## src/rtl/falts_pkg.sv

```systemverilog
`timescale 1ns / 1ps

package falts_pkg;

  localparam int unsigned ADDR_W  = 48;
  localparam int unsigned COUNT_W = 32;
  localparam int unsigned CAP_W   = 5;

  localparam logic [CAP_W-1:0]   CAP_RESET = 5'd16;
  localparam logic [COUNT_W-1:0] COUNT_MAX = '1;

  localparam logic OP_LOOKUP = 1'b0;
  localparam logic OP_INSERT = 1'b1;

  typedef enum logic [1:0] {
    ST_IDLE,
    ST_MATCH,
    ST_UPDATE
  } state_e;

  // controller -> datapath
  typedef struct packed {
    logic capture;  // latch the incoming transaction
    logic match;    // latch the compare results
    logic update;   // commit the store update and present the result
  } cmd_t;

  // datapath -> controller
  typedef struct packed {
    logic out_free;  // result register is empty or being drained this cycle
  } sts_t;

endpackage

```

## src/rtl/falts_ctrl.sv

```systemverilog
`timescale 1ns / 1ps

module falts_ctrl (
  input  logic              clk_i,
  input  logic              rst_ni,
  input  logic              in_valid_i,
  output logic              in_stall_o,
  input  falts_pkg::sts_t   sts_i,
  output falts_pkg::cmd_t   cmd_o
);

  falts_pkg::state_e state_q, state_d;

  always_ff @(posedge clk_i or negedge rst_ni) begin
    if (!rst_ni) begin
      state_q <= falts_pkg::ST_IDLE;
    end else begin
      state_q <= state_d;
    end
  end

  always_comb begin
    state_d = state_q;
    case (state_q)
      falts_pkg::ST_IDLE: begin
        if (in_valid_i) state_d = falts_pkg::ST_MATCH;
      end
      falts_pkg::ST_MATCH: begin
        state_d = falts_pkg::ST_UPDATE;
      end
      falts_pkg::ST_UPDATE: begin
        if (sts_i.out_free) state_d = falts_pkg::ST_IDLE;
      end
      default: begin
        state_d = falts_pkg::ST_IDLE;
      end
    endcase
  end

  always_comb begin
    cmd_o      = '0;
    in_stall_o = 1'b1;
    case (state_q)
      falts_pkg::ST_IDLE: begin
        in_stall_o    = 1'b0;
        cmd_o.capture = in_valid_i;
      end
      falts_pkg::ST_MATCH: begin
        cmd_o.match = 1'b1;
      end
      falts_pkg::ST_UPDATE: begin
        cmd_o.update = sts_i.out_free;
      end
      default: begin
        cmd_o = '0;
      end
    endcase
  end

endmodule

```

## src/rtl/falts_dp.sv

```systemverilog
`timescale 1ns / 1ps

module falts_dp #(
  parameter int unsigned ENTRIES   = 16,
  parameter int unsigned ADDR_BITS = 48
) (
  input  logic                                clk_i,
  input  logic                                rst_ni,
  input  falts_pkg::cmd_t                     cmd_i,
  output falts_pkg::sts_t                     sts_o,
  input  logic                                cfg_we_i,
  input  logic [falts_pkg::CAP_W-1:0]         cfg_wdata_i,
  input  logic                                operation_i,
  input  logic [falts_pkg::ADDR_W-1:0]        address_i,
  output logic                                out_valid_o,
  input  logic                                out_stall_i,
  output logic                                hit_o,
  output logic [falts_pkg::COUNT_W-1:0]       hit_total_o,
  output logic [falts_pkg::COUNT_W-1:0]       miss_total_o
);

  localparam int unsigned TAG_W  = (ADDR_BITS < falts_pkg::ADDR_W) ? ADDR_BITS
                                                                    : falts_pkg::ADDR_W;
  localparam int unsigned RANK_W = (ENTRIES > 1) ? $clog2(ENTRIES) : 1;
  localparam int unsigned OCC_W  = $clog2(ENTRIES + 1);
  localparam int unsigned CMP_W  = (OCC_W > falts_pkg::CAP_W) ? OCC_W : falts_pkg::CAP_W;

  // transaction registers
  logic             op_q;
  logic [TAG_W-1:0] addr_q;

  // per-entry state
  logic [TAG_W-1:0]  tag_q  [ENTRIES];
  logic [RANK_W-1:0] rank_q [ENTRIES];
  logic [RANK_W-1:0] rank_d [ENTRIES];
  logic [ENTRIES-1:0] valid_q, valid_d;
  logic [ENTRIES-1:0] tag_we;

  // compare results
  logic [ENTRIES-1:0] match_q, victim_q, free_q;
  logic [ENTRIES-1:0] match_c, victim_c, free_c, invalid;

  logic [OCC_W-1:0]  occ_q, occ_d;
  logic [RANK_W-1:0] occ_last;

  logic [falts_pkg::CAP_W-1:0]   cap_q;
  logic [falts_pkg::COUNT_W-1:0] hit_cnt_q, hit_cnt_d;
  logic [falts_pkg::COUNT_W-1:0] miss_cnt_q, miss_cnt_d;

  logic out_valid_q, out_hit_q;

  logic [CMP_W-1:0]   cap_ext, eff_cap;
  logic               found, evict;
  logic [RANK_W-1:0]  hit_rank;
  logic [ENTRIES-1:0] slot;

  assign sts_o.out_free = !out_valid_q || !out_stall_i;

  // rank held by the least recent valid entry
  assign occ_last = RANK_W'(occ_q - OCC_W'(1));
  assign invalid  = ~valid_q;
  assign free_c   = invalid & (~invalid + ENTRIES'(1));

  for (genvar g = 0; g < ENTRIES; g++) begin : g_cmp
    assign match_c[g]  = valid_q[g] && (tag_q[g] == addr_q);
    assign victim_c[g] = valid_q[g] && (rank_q[g] == occ_last);
  end

  // effective capacity: zero acts as one, clipped to the store size
  assign cap_ext = CMP_W'(cap_q);
  always_comb begin
    if (cap_q == '0) begin
      eff_cap = CMP_W'(1);
    end else if (cap_ext > CMP_W'(ENTRIES)) begin
      eff_cap = CMP_W'(ENTRIES);
    end else begin
      eff_cap = cap_ext;
    end
  end

  assign found = |match_q;
  assign evict = (CMP_W'(occ_q) >= eff_cap);
  assign slot  = evict ? victim_q : free_q;

  always_comb begin
    hit_rank = '0;
    for (int i = 0; i < ENTRIES; i++) begin
      hit_rank = hit_rank | (rank_q[i] & {RANK_W{match_q[i]}});
    end
  end

  always_comb begin
    valid_d    = valid_q;
    tag_we     = '0;
    occ_d      = occ_q;
    hit_cnt_d  = hit_cnt_q;
    miss_cnt_d = miss_cnt_q;
    for (int i = 0; i < ENTRIES; i++) begin
      rank_d[i] = rank_q[i];
    end
    if (found) begin
      // refresh recency of the hit entry
      for (int i = 0; i < ENTRIES; i++) begin
        if (match_q[i]) begin
          rank_d[i] = '0;
        end else if (valid_q[i] && (rank_q[i] < hit_rank)) begin
          rank_d[i] = rank_q[i] + RANK_W'(1);
        end
      end
    end else if (op_q == falts_pkg::OP_INSERT && (|slot)) begin
      for (int i = 0; i < ENTRIES; i++) begin
        if (slot[i]) begin
          rank_d[i]  = '0;
          valid_d[i] = 1'b1;
          tag_we[i]  = 1'b1;
        end else if (valid_q[i]) begin
          rank_d[i] = rank_q[i] + RANK_W'(1);
        end
      end
      if (!evict) occ_d = occ_q + OCC_W'(1);
    end
    if (op_q == falts_pkg::OP_LOOKUP) begin
      if (found) begin
        if (hit_cnt_q != falts_pkg::COUNT_MAX) begin
          hit_cnt_d = hit_cnt_q + falts_pkg::COUNT_W'(1);
        end
      end else begin
        if (miss_cnt_q != falts_pkg::COUNT_MAX) begin
          miss_cnt_d = miss_cnt_q + falts_pkg::COUNT_W'(1);
        end
      end
    end
  end

  // payload registers
  always_ff @(posedge clk_i) begin
    if (cmd_i.capture) begin
      op_q   <= operation_i;
      addr_q <= address_i[TAG_W-1:0];
    end
    if (cmd_i.match) begin
      match_q  <= match_c;
      victim_q <= victim_c;
      free_q   <= free_c;
    end
    if (cmd_i.update) begin
      out_hit_q <= found;
    end
    for (int i = 0; i < ENTRIES; i++) begin
      if (cmd_i.update && tag_we[i]) tag_q[i] <= addr_q;
    end
  end

  always_ff @(posedge clk_i or negedge rst_ni) begin
    if (!rst_ni) begin
      valid_q     <= '0;
      occ_q       <= '0;
      hit_cnt_q   <= '0;
      miss_cnt_q  <= '0;
      cap_q       <= falts_pkg::CAP_RESET;
      out_valid_q <= 1'b0;
      for (int i = 0; i < ENTRIES; i++) begin
        rank_q[i] <= '0;
      end
    end else begin
      if (cfg_we_i) cap_q <= cfg_wdata_i;
      if (cmd_i.update) begin
        valid_q    <= valid_d;
        occ_q      <= occ_d;
        hit_cnt_q  <= hit_cnt_d;
        miss_cnt_q <= miss_cnt_d;
        for (int i = 0; i < ENTRIES; i++) begin
          rank_q[i] <= rank_d[i];
        end
      end
      if (cmd_i.update) begin
        out_valid_q <= 1'b1;
      end else if (!out_stall_i) begin
        out_valid_q <= 1'b0;
      end
    end
  end

  // counters only move together with a new result, so they drive the port directly
  assign out_valid_o  = out_valid_q;
  assign hit_o        = out_hit_q;
  assign hit_total_o  = hit_cnt_q;
  assign miss_total_o = miss_cnt_q;

endmodule

```

## src/rtl/fully_assoc_lru_tag_store_top.sv

```systemverilog
`timescale 1ns / 1ps

// Fully associative tag store of line addresses with true LRU replacement.
// Input channel (in_valid_i / in_stall_o): one transaction carries an
// operation (lookup or insert) and a line address. Output channel
// (out_valid_o / out_stall_i): exactly one result per input transaction,
// carrying the hit flag and the saturating lookup hit and miss totals.
// A transaction moves at a clock edge where valid is high and stall is low.
// An accepted input passes the tag compare, then the store update into
// the result register. A new transaction is accepted only after the
// previous one has finished the compare and update steps of the
// controller; the tags are compared in parallel.
// The capacity register (cfg_we_i / cfg_wdata_i) sets how many entries
// are used before eviction; write it only while the block is idle.
// Reset clears all valid bits, recency ranks, occupancy and both counters,
// and sets capacity to 16. No clearing pass is needed.
// When the receiver stalls, the result holds in the output register; the
// next transaction is taken and compared, but its update waits until the
// pending result has been drained.
module fully_assoc_lru_tag_store_top #(
  parameter int unsigned ENTRIES   = 16,
  parameter int unsigned ADDR_BITS = 48
) (
  input  logic                          clk_i,
  input  logic                          rst_ni,
  // configuration
  input  logic                          cfg_we_i,
  input  logic [falts_pkg::CAP_W-1:0]   cfg_wdata_i,
  // request channel
  input  logic                          in_valid_i,
  output logic                          in_stall_o,
  input  logic                          operation_i,
  input  logic [falts_pkg::ADDR_W-1:0]  address_i,
  // result channel
  output logic                          out_valid_o,
  input  logic                          out_stall_i,
  output logic                          hit_o,
  output logic [falts_pkg::COUNT_W-1:0] hit_total_o,
  output logic [falts_pkg::COUNT_W-1:0] miss_total_o
);

  falts_pkg::cmd_t cmd;
  falts_pkg::sts_t sts;

  // sequencing: idle -> compare -> update
  falts_ctrl u_ctrl (
    .clk_i      (clk_i),
    .rst_ni     (rst_ni),
    .in_valid_i (in_valid_i),
    .in_stall_o (in_stall_o),
    .sts_i      (sts),
    .cmd_o      (cmd)
  );

  // tag cells, recency ranks, occupancy, counters and result register
  falts_dp #(
    .ENTRIES   (ENTRIES),
    .ADDR_BITS (ADDR_BITS)
  ) u_dp (
    .clk_i        (clk_i),
    .rst_ni       (rst_ni),
    .cmd_i        (cmd),
    .sts_o        (sts),
    .cfg_we_i     (cfg_we_i),
    .cfg_wdata_i  (cfg_wdata_i),
    .operation_i  (operation_i),
    .address_i    (address_i),
    .out_valid_o  (out_valid_o),
    .out_stall_i  (out_stall_i),
    .hit_o        (hit_o),
    .hit_total_o  (hit_total_o),
    .miss_total_o (miss_total_o)
  );

endmodule

```

## config.mk

```make
export PLATFORM = sky130hd
export DESIGN_NAME = fully_assoc_lru_tag_store_top
export DESIGN_NICKNAME = d
export VERILOG_FILES = /design/src/rtl/falts_pkg.sv /design/src/rtl/falts_ctrl.sv /design/src/rtl/falts_dp.sv /design/src/rtl/fully_assoc_lru_tag_store_top.sv
export SDC_FILE = /design/constraint.sdc
export NUM_CORES = 2
export LEC_CHECK = 0
export BUFFER_PORTS_ARGS = -buffer_cell sky130_fd_sc_hd__buf_2
export CAP_MARGIN = 20
export CORE_MARGIN = 8
export CORE_UTILIZATION = 40
export DETAILED_ROUTE_END_ITERATION = 8
export PLACE_DENSITY = 0.58
export SKIP_LAST_GASP = 1
export SLEW_MARGIN = 20
export SYNTH_ARGS = -nofsm -noshare
export SYNTH_HDL_FRONTEND = slang
export SYNTH_HIERARCHICAL = 1
export SYNTH_SLANG_ARGS = --single-unit
```

## constraint.sdc

```tcl
create_clock -name clk_i -period 9.83 [get_ports clk_i]
set_input_delay 0.4915 -clock clk_i [delete_from_list [all_inputs] [get_ports clk_i]]
set_output_delay 0.4915 -clock clk_i [all_outputs]
set_load 0.005 [all_outputs]
```

# Word-level counts from Yosys, hierarchy flattened
# Memory sizes are Yosys's and may differ from the RTL's.
# Index checks and enable logic that the tools add are counted.
# word_totals
ramBits	768
elab_cells	429
mem_count	1
out_inout_bits	67
input_bits	59
romBits	0
latch_bits	0
regBits	255
# classes
bitwise_logic	37
eq_ne	55
n_div	0
muxes	128
add_sub_neg	21
shift	0
n_reduce_logical	125
n_lt_le_gt_ge	18
multipliers	0
# memory_table
memory	words	word_bits	rd	rd_ports_with_merged_regs	write_ports	line	rtl
u_dp.tag_q	16	48	16	0	16	falts_dp.sv:33	logic [TAG_W-1:0] tag_q [ENTRIES];
# ops
cell	count
== test 48 bit	16
two-way mux 4 bit	64
AND reduction 4 bit	35
two-way mux 64 bit	2
logical AND 1 bit	65
adder 32 x 1 -> 32 bit (second input constant)	2
adder 4 x 1 -> 4 bit (second input constant)	16
bitwise AND 4 bit	16
== test 4 bit	16
less-than comparator 4 bit	16
!= test 32 bit (second input constant)	2
OR 4 bit	15
two-way mux 1 bit	54
two-way mux 16 bit	3
!= test 3 x 2 -> 1 bit (second input constant)	16
nonzero test 3 bit	16
NOT 16 bit	2
OR reduction 16 bit	2
adder 16 x 1 -> 16 bit (second input constant)	1
bitwise AND 16 bit	1
two-way mux 5 bit	2
one-hot mux 2 bit (3 select lines)	1
adder 5 x 1 -> 5 bit (second input constant)	1
greater-or-equal comparator 5 bit	1
14 further kinds	19

# Depth between registers and ports, before layout
# logic_depth
ltp_word	21
depth_mapped	14
depth_no_buf	13

# By module
# Netlist, hierarchy kept.
# by_module_without_submodules
mod	n_inst	area_per_inst_um2	seq_area_each_um2	cells_per_inst
falts_dp	1	45215.9	29884.9	3193
falts_ctrl	1	103.8	50.0	11

# Least setup slack after synthesis
# OpenSTA, ideal clock, no wires.
# synth_timing
kind	register to register
startpoint	register u_dp.occ_q[0]
endpoint	memory u_dp/tag_q[1][144] (netlist bit) (enable)
slack_ns	4.564
arrival_ns	4.795
stages_incl_launch_ff	11
period_less_slack_ns	5.266
required_time_ns	9.359
n_path_buf	2
setup_ns	0.471
cell_sequence	dfrtp_1 buf_2 buf_1 inv_1 ha_1 nor2b_1 o21ai_0 a31oi_1 mux2i_1 nand2_1 a21oi_1
# synth_lines
item	line	rtl
from (decl)	falts_dp.sv:43	logic [OCC_W-1:0] occ_q, occ_d;
from (signal assigned)	falts_dp.sv:157	occ_q <= '0;
from (signal assigned)	falts_dp.sv:169	occ_q <= occ_d;
to (decl)	falts_dp.sv:33	

==> reports/metrics.yaml <==
worst_setup_path:
  critPathLaunchType: "register"
  worst_setup_path_end_kind: "register"
  crit_end: "u_dp/tag_q[0][102]$_DFFE_PP_"
  arrival_ns: 4.55
  critPathMaxStageDelay_ns: 0.51
  cpMostUsedCell: "buf_4"
  r2r-start: "u_dp/cap_ext[1]$_DFFE_PN0P_"
  crit_slowest_cell: "buf_4"
  cp.required_ns: 10.16
  path_max_fanout: 49
  r2r_end: "u_dp/tag_q[0][102]$_DFFE_PP_"
  path_class: "reg2reg"
  crit_chain: "nor3_1 -> nor2_1 -> nor2_1 -> ha_1 -> nor2b_1 -> o21ai_0 -> a31oi_4 -> buf_4 -> mux2i_1 -> nand2_2 -> buf_4 -> nor2_4 -> buf_4"
  r2r_cells: 13
  ff2ff_setup_slack_ns: 5.61
  critPathLaunch: "u_dp/cap_ext[1]$_DFFE_PN0P_"
pwr:
  p_leak_nw: 18.9
  sw_frac_of_total: 0.273
  ir_drop_uv: 180
  pwr-share-comb: 0.140
  p_int_mw: 7.88
  seqPwrFrac: 0.472
  p_clk_frac: 0.389
  power_density_nw_per_um2: 206
  p_switching_mw: 2.95
clocking:
  numCtsBuffers: 110
  cts_tree: "built"
  cts_num_sinks: 1023
  cts_resized: 0
  clk_pin_slew_ns: 0.06
  cts_hold_buf: 50
  clk_path_buf_depth: 3
  postCtsSetupRepairBufs: 0
  clk_latency_ns: 0.72
  ctsHtreeMaxLevel: 3
  cts-root-buf: "clkbuf_16"
yosys:
  synthArstFlopShare: 0.153
  ys_seq_area_frac: 0.661
  syn_avg_cell_area_um2: 14.1
  netlist_area_um2: 45300
  ys_ff_latch: 1023
  synth_area_leaders: "edfxtp_1 (57%), xor2_1 (9.4%), dfrtp_1 (8.6%)"
  synthesis.nets: 3304
  postSynthCellCount: 3204
  synth_top_area_cell: "edfxtp_1"
  netlist.area_leader.share: 0.574
  ys.flop_type: "edfxtp_1"
  synth_warnings: 6
  synth_cell_types: 70
  synth_edf_count: 866
job:
  maxCapViolCount: 0
timing:
  max_slew_margin: 0.216
  setup_viol: 0
  worst_slew_pin_slew_ns: 1.17
  skew_ns: 0.0618
  slew_violations: 0
  fmax_mhz: 237
  rsz0062_at_grt: "no"
  tns_ns: 0
  finalCritPeriodShare: 0.429
  min_period_ns: 4.22
  hold_ws_ns: 0.0376
  hold_violations: 0
layout:
  drive_gt1_frac: 0.137
  final_util: 0.467
  fin_nets: 3556
  mostFrequentLayoutCell: "edfxtp_1"
  n_fill_cell: 9787
  area_growth_pct: 15.9
  final_cell_mix: "edfxtp_1 (866), xor2_1 (487), xnor2_1 (342)"
global_route:
  grt_pass1_vias: 26500
  gr-total-overflow: 0
  grt_pass1_wl_um: 185000
  antenna_found_initial: 4
  grt.total_usage: 0.199
  grt_max_degree: 70
routing:
  maxUsedRoutingLayer: "met5"
  dr.pass1.iters: 6
  drcViolationCount: 0
  wirelength_um: 127000
  viasPerCell: 5.40
  drt_iter0_markers: 2701
  ant_nets: 0
  met1Wirelength_um: 57100
  met2_length_um: 60000
  num_vias: 27300
  wl_met3_um: 6800
  wl_per_cell_um: 25.2
place:
  gp_congestion: 0.890
  port_buffers: 125
  dp_hpwl_um: 80700
die:
  die_w_um: 353
  die_h_um: 353
  coreArea_um2: 112000
  io_pins: 126
  die_area_um2: 124000
  initial_utilization: 0.403
  num_rows: 123
min_path:
  min_path_type: "in2reg"
outcome:
  outcome: "finished clean"
[routing by layer]
layer  vias up  global-route usage
met5         -                   0
met4         2              0.0540
met2       821               0.325
li1      12300                   -
met3       182              0.0289
met1     13900               0.277
[layout make-up]
class	instances	area (um^2)	share of cell area
antenna	1	2.50	0.0000476
clock buffer	161	3150	0.0600
clock inverter	41	531	0.0101
inverter	64	243	0.00462
multi-input combinational	1965	14800	0.281
sequential	1023	29900	0.570
tap	1500	1880	0.0357
timing repair buffer	292	2010	0.0382
[state kept, by name, summed over array words and instances (netlist names)]
name	flops
u_dp/tag_q	768
u_dp/rank_q	64
u_dp/addr_q	48
u_dp/hit_total_o	32
u_dp/miss_total_o	32
u_dp/free_q	16
u_dp/match_q	16
u_dp/valid_q	16
u_dp/victim_q	16
u_dp/cap_ext	5
u_dp/occ_q	5
u_ctrl/state_q	2
u_dp/hit_o	1
u_dp/op_q	1
u_dp/out_valid_o	1
[power groups by stage]
| stage | Clock (mW) | Combinational, mW | Sequential, mW |
|---|---|---|---|
| after global routing | 4.46 | 1.63 | 5.12 |
| after global placement | 0 | 1.50 | 5.19 |
| final | 4.21 | 1.51 | 5.11 |
| after floorplan | 0 | 0.888 | 5.14 |
| after CTS | 4.30 | 1.53 | 5.10 |
| after detailed placement | 0 | 1.51 | 5.19 |
[per-stage QoR]
stage	worst slack (ns)	total power [mW]	area, um^2	instances
6_report	5.61	10.8	52500	5047
4_1_cts	5.61	10.9	52500	5046
2_1_floorplan	4.56	6.03	45300	3204
5_1_grt	5.35	11.2	52500	5046
3_3_place_gp	5.58	6.69	48300	4792
3_5_place_dp	5.61	6.70	48300	4794
[cell families (layout without fill, tap and decap cells)]
group	count (synthesis)	in the layout	synth area share
DFF	1023	1023	0.661
xor gates and xnor gates	831	831	0.161
and+or+nand+nor	734	734	0.0899
AOI/OAI and AO/OA	329	329	0.0522
buffers and inverters	216	558	0.0187
adders and majority gates	41	41	0.0113
muxes	30	30	0.00679
other	0	1	0
[worst min-delay path by stage]
stage	startpoint	to	cells after the start
2_1_floorplan	rst_ni	u_ctrl/state_q[0]$_DFFE_PN0P_	0
3_3_place_gp	rst_ni	u_dp/hit_total_o[3]$_DFFE_PN0P_	1
3_5_place_dp	rst_ni	u_dp/hit_total_o[3]$_DFFE_PN0P_	1
4_1_cts	operation_i	u_dp/op_q$_DFFE_PP_	1
5_1_grt	operation_i	u_dp/op_q$_DFFE_PP_	1
6_report	operation_i	u_dp/op_q$_DFFE_PP_	1
[Yosys cell counts (21+ instances only)]
cell	count
mux2i_1	24
nand2_1	101
nor3_1	57
xnor2_1	343
nand4_1	121
o21ai_0	78
dfrtp_1	156
a221oi_1	22
xor2_1	488
a21oi_1	39
edfxtp_1	866
clkbuf_1	113
nor2_1	99
nand3_1	94
nand2b_1	23
buf_1	24
ha_1	41
a21o_1	29
nor4_1	135
inv_1	63
a32o_1	21
[worst max-delay path: cells and delay by family, from the launching register on]
| kind | cells | cell delay, ns |
|---|---|---|
| buffers and inverters | 3 | 1.28 |
| AND/OR/NAND/NOR | 6 | 1.00 |
| multiplexers | 1 | 0.46 |
| flip-flops | 1 | 0.39 |
| AO/OA/AOI/OAI | 2 | 0.39 |
| adder cells (fa/ha/maj) | 1 | 0.24 |
Power figures use the tool's default switching activity.
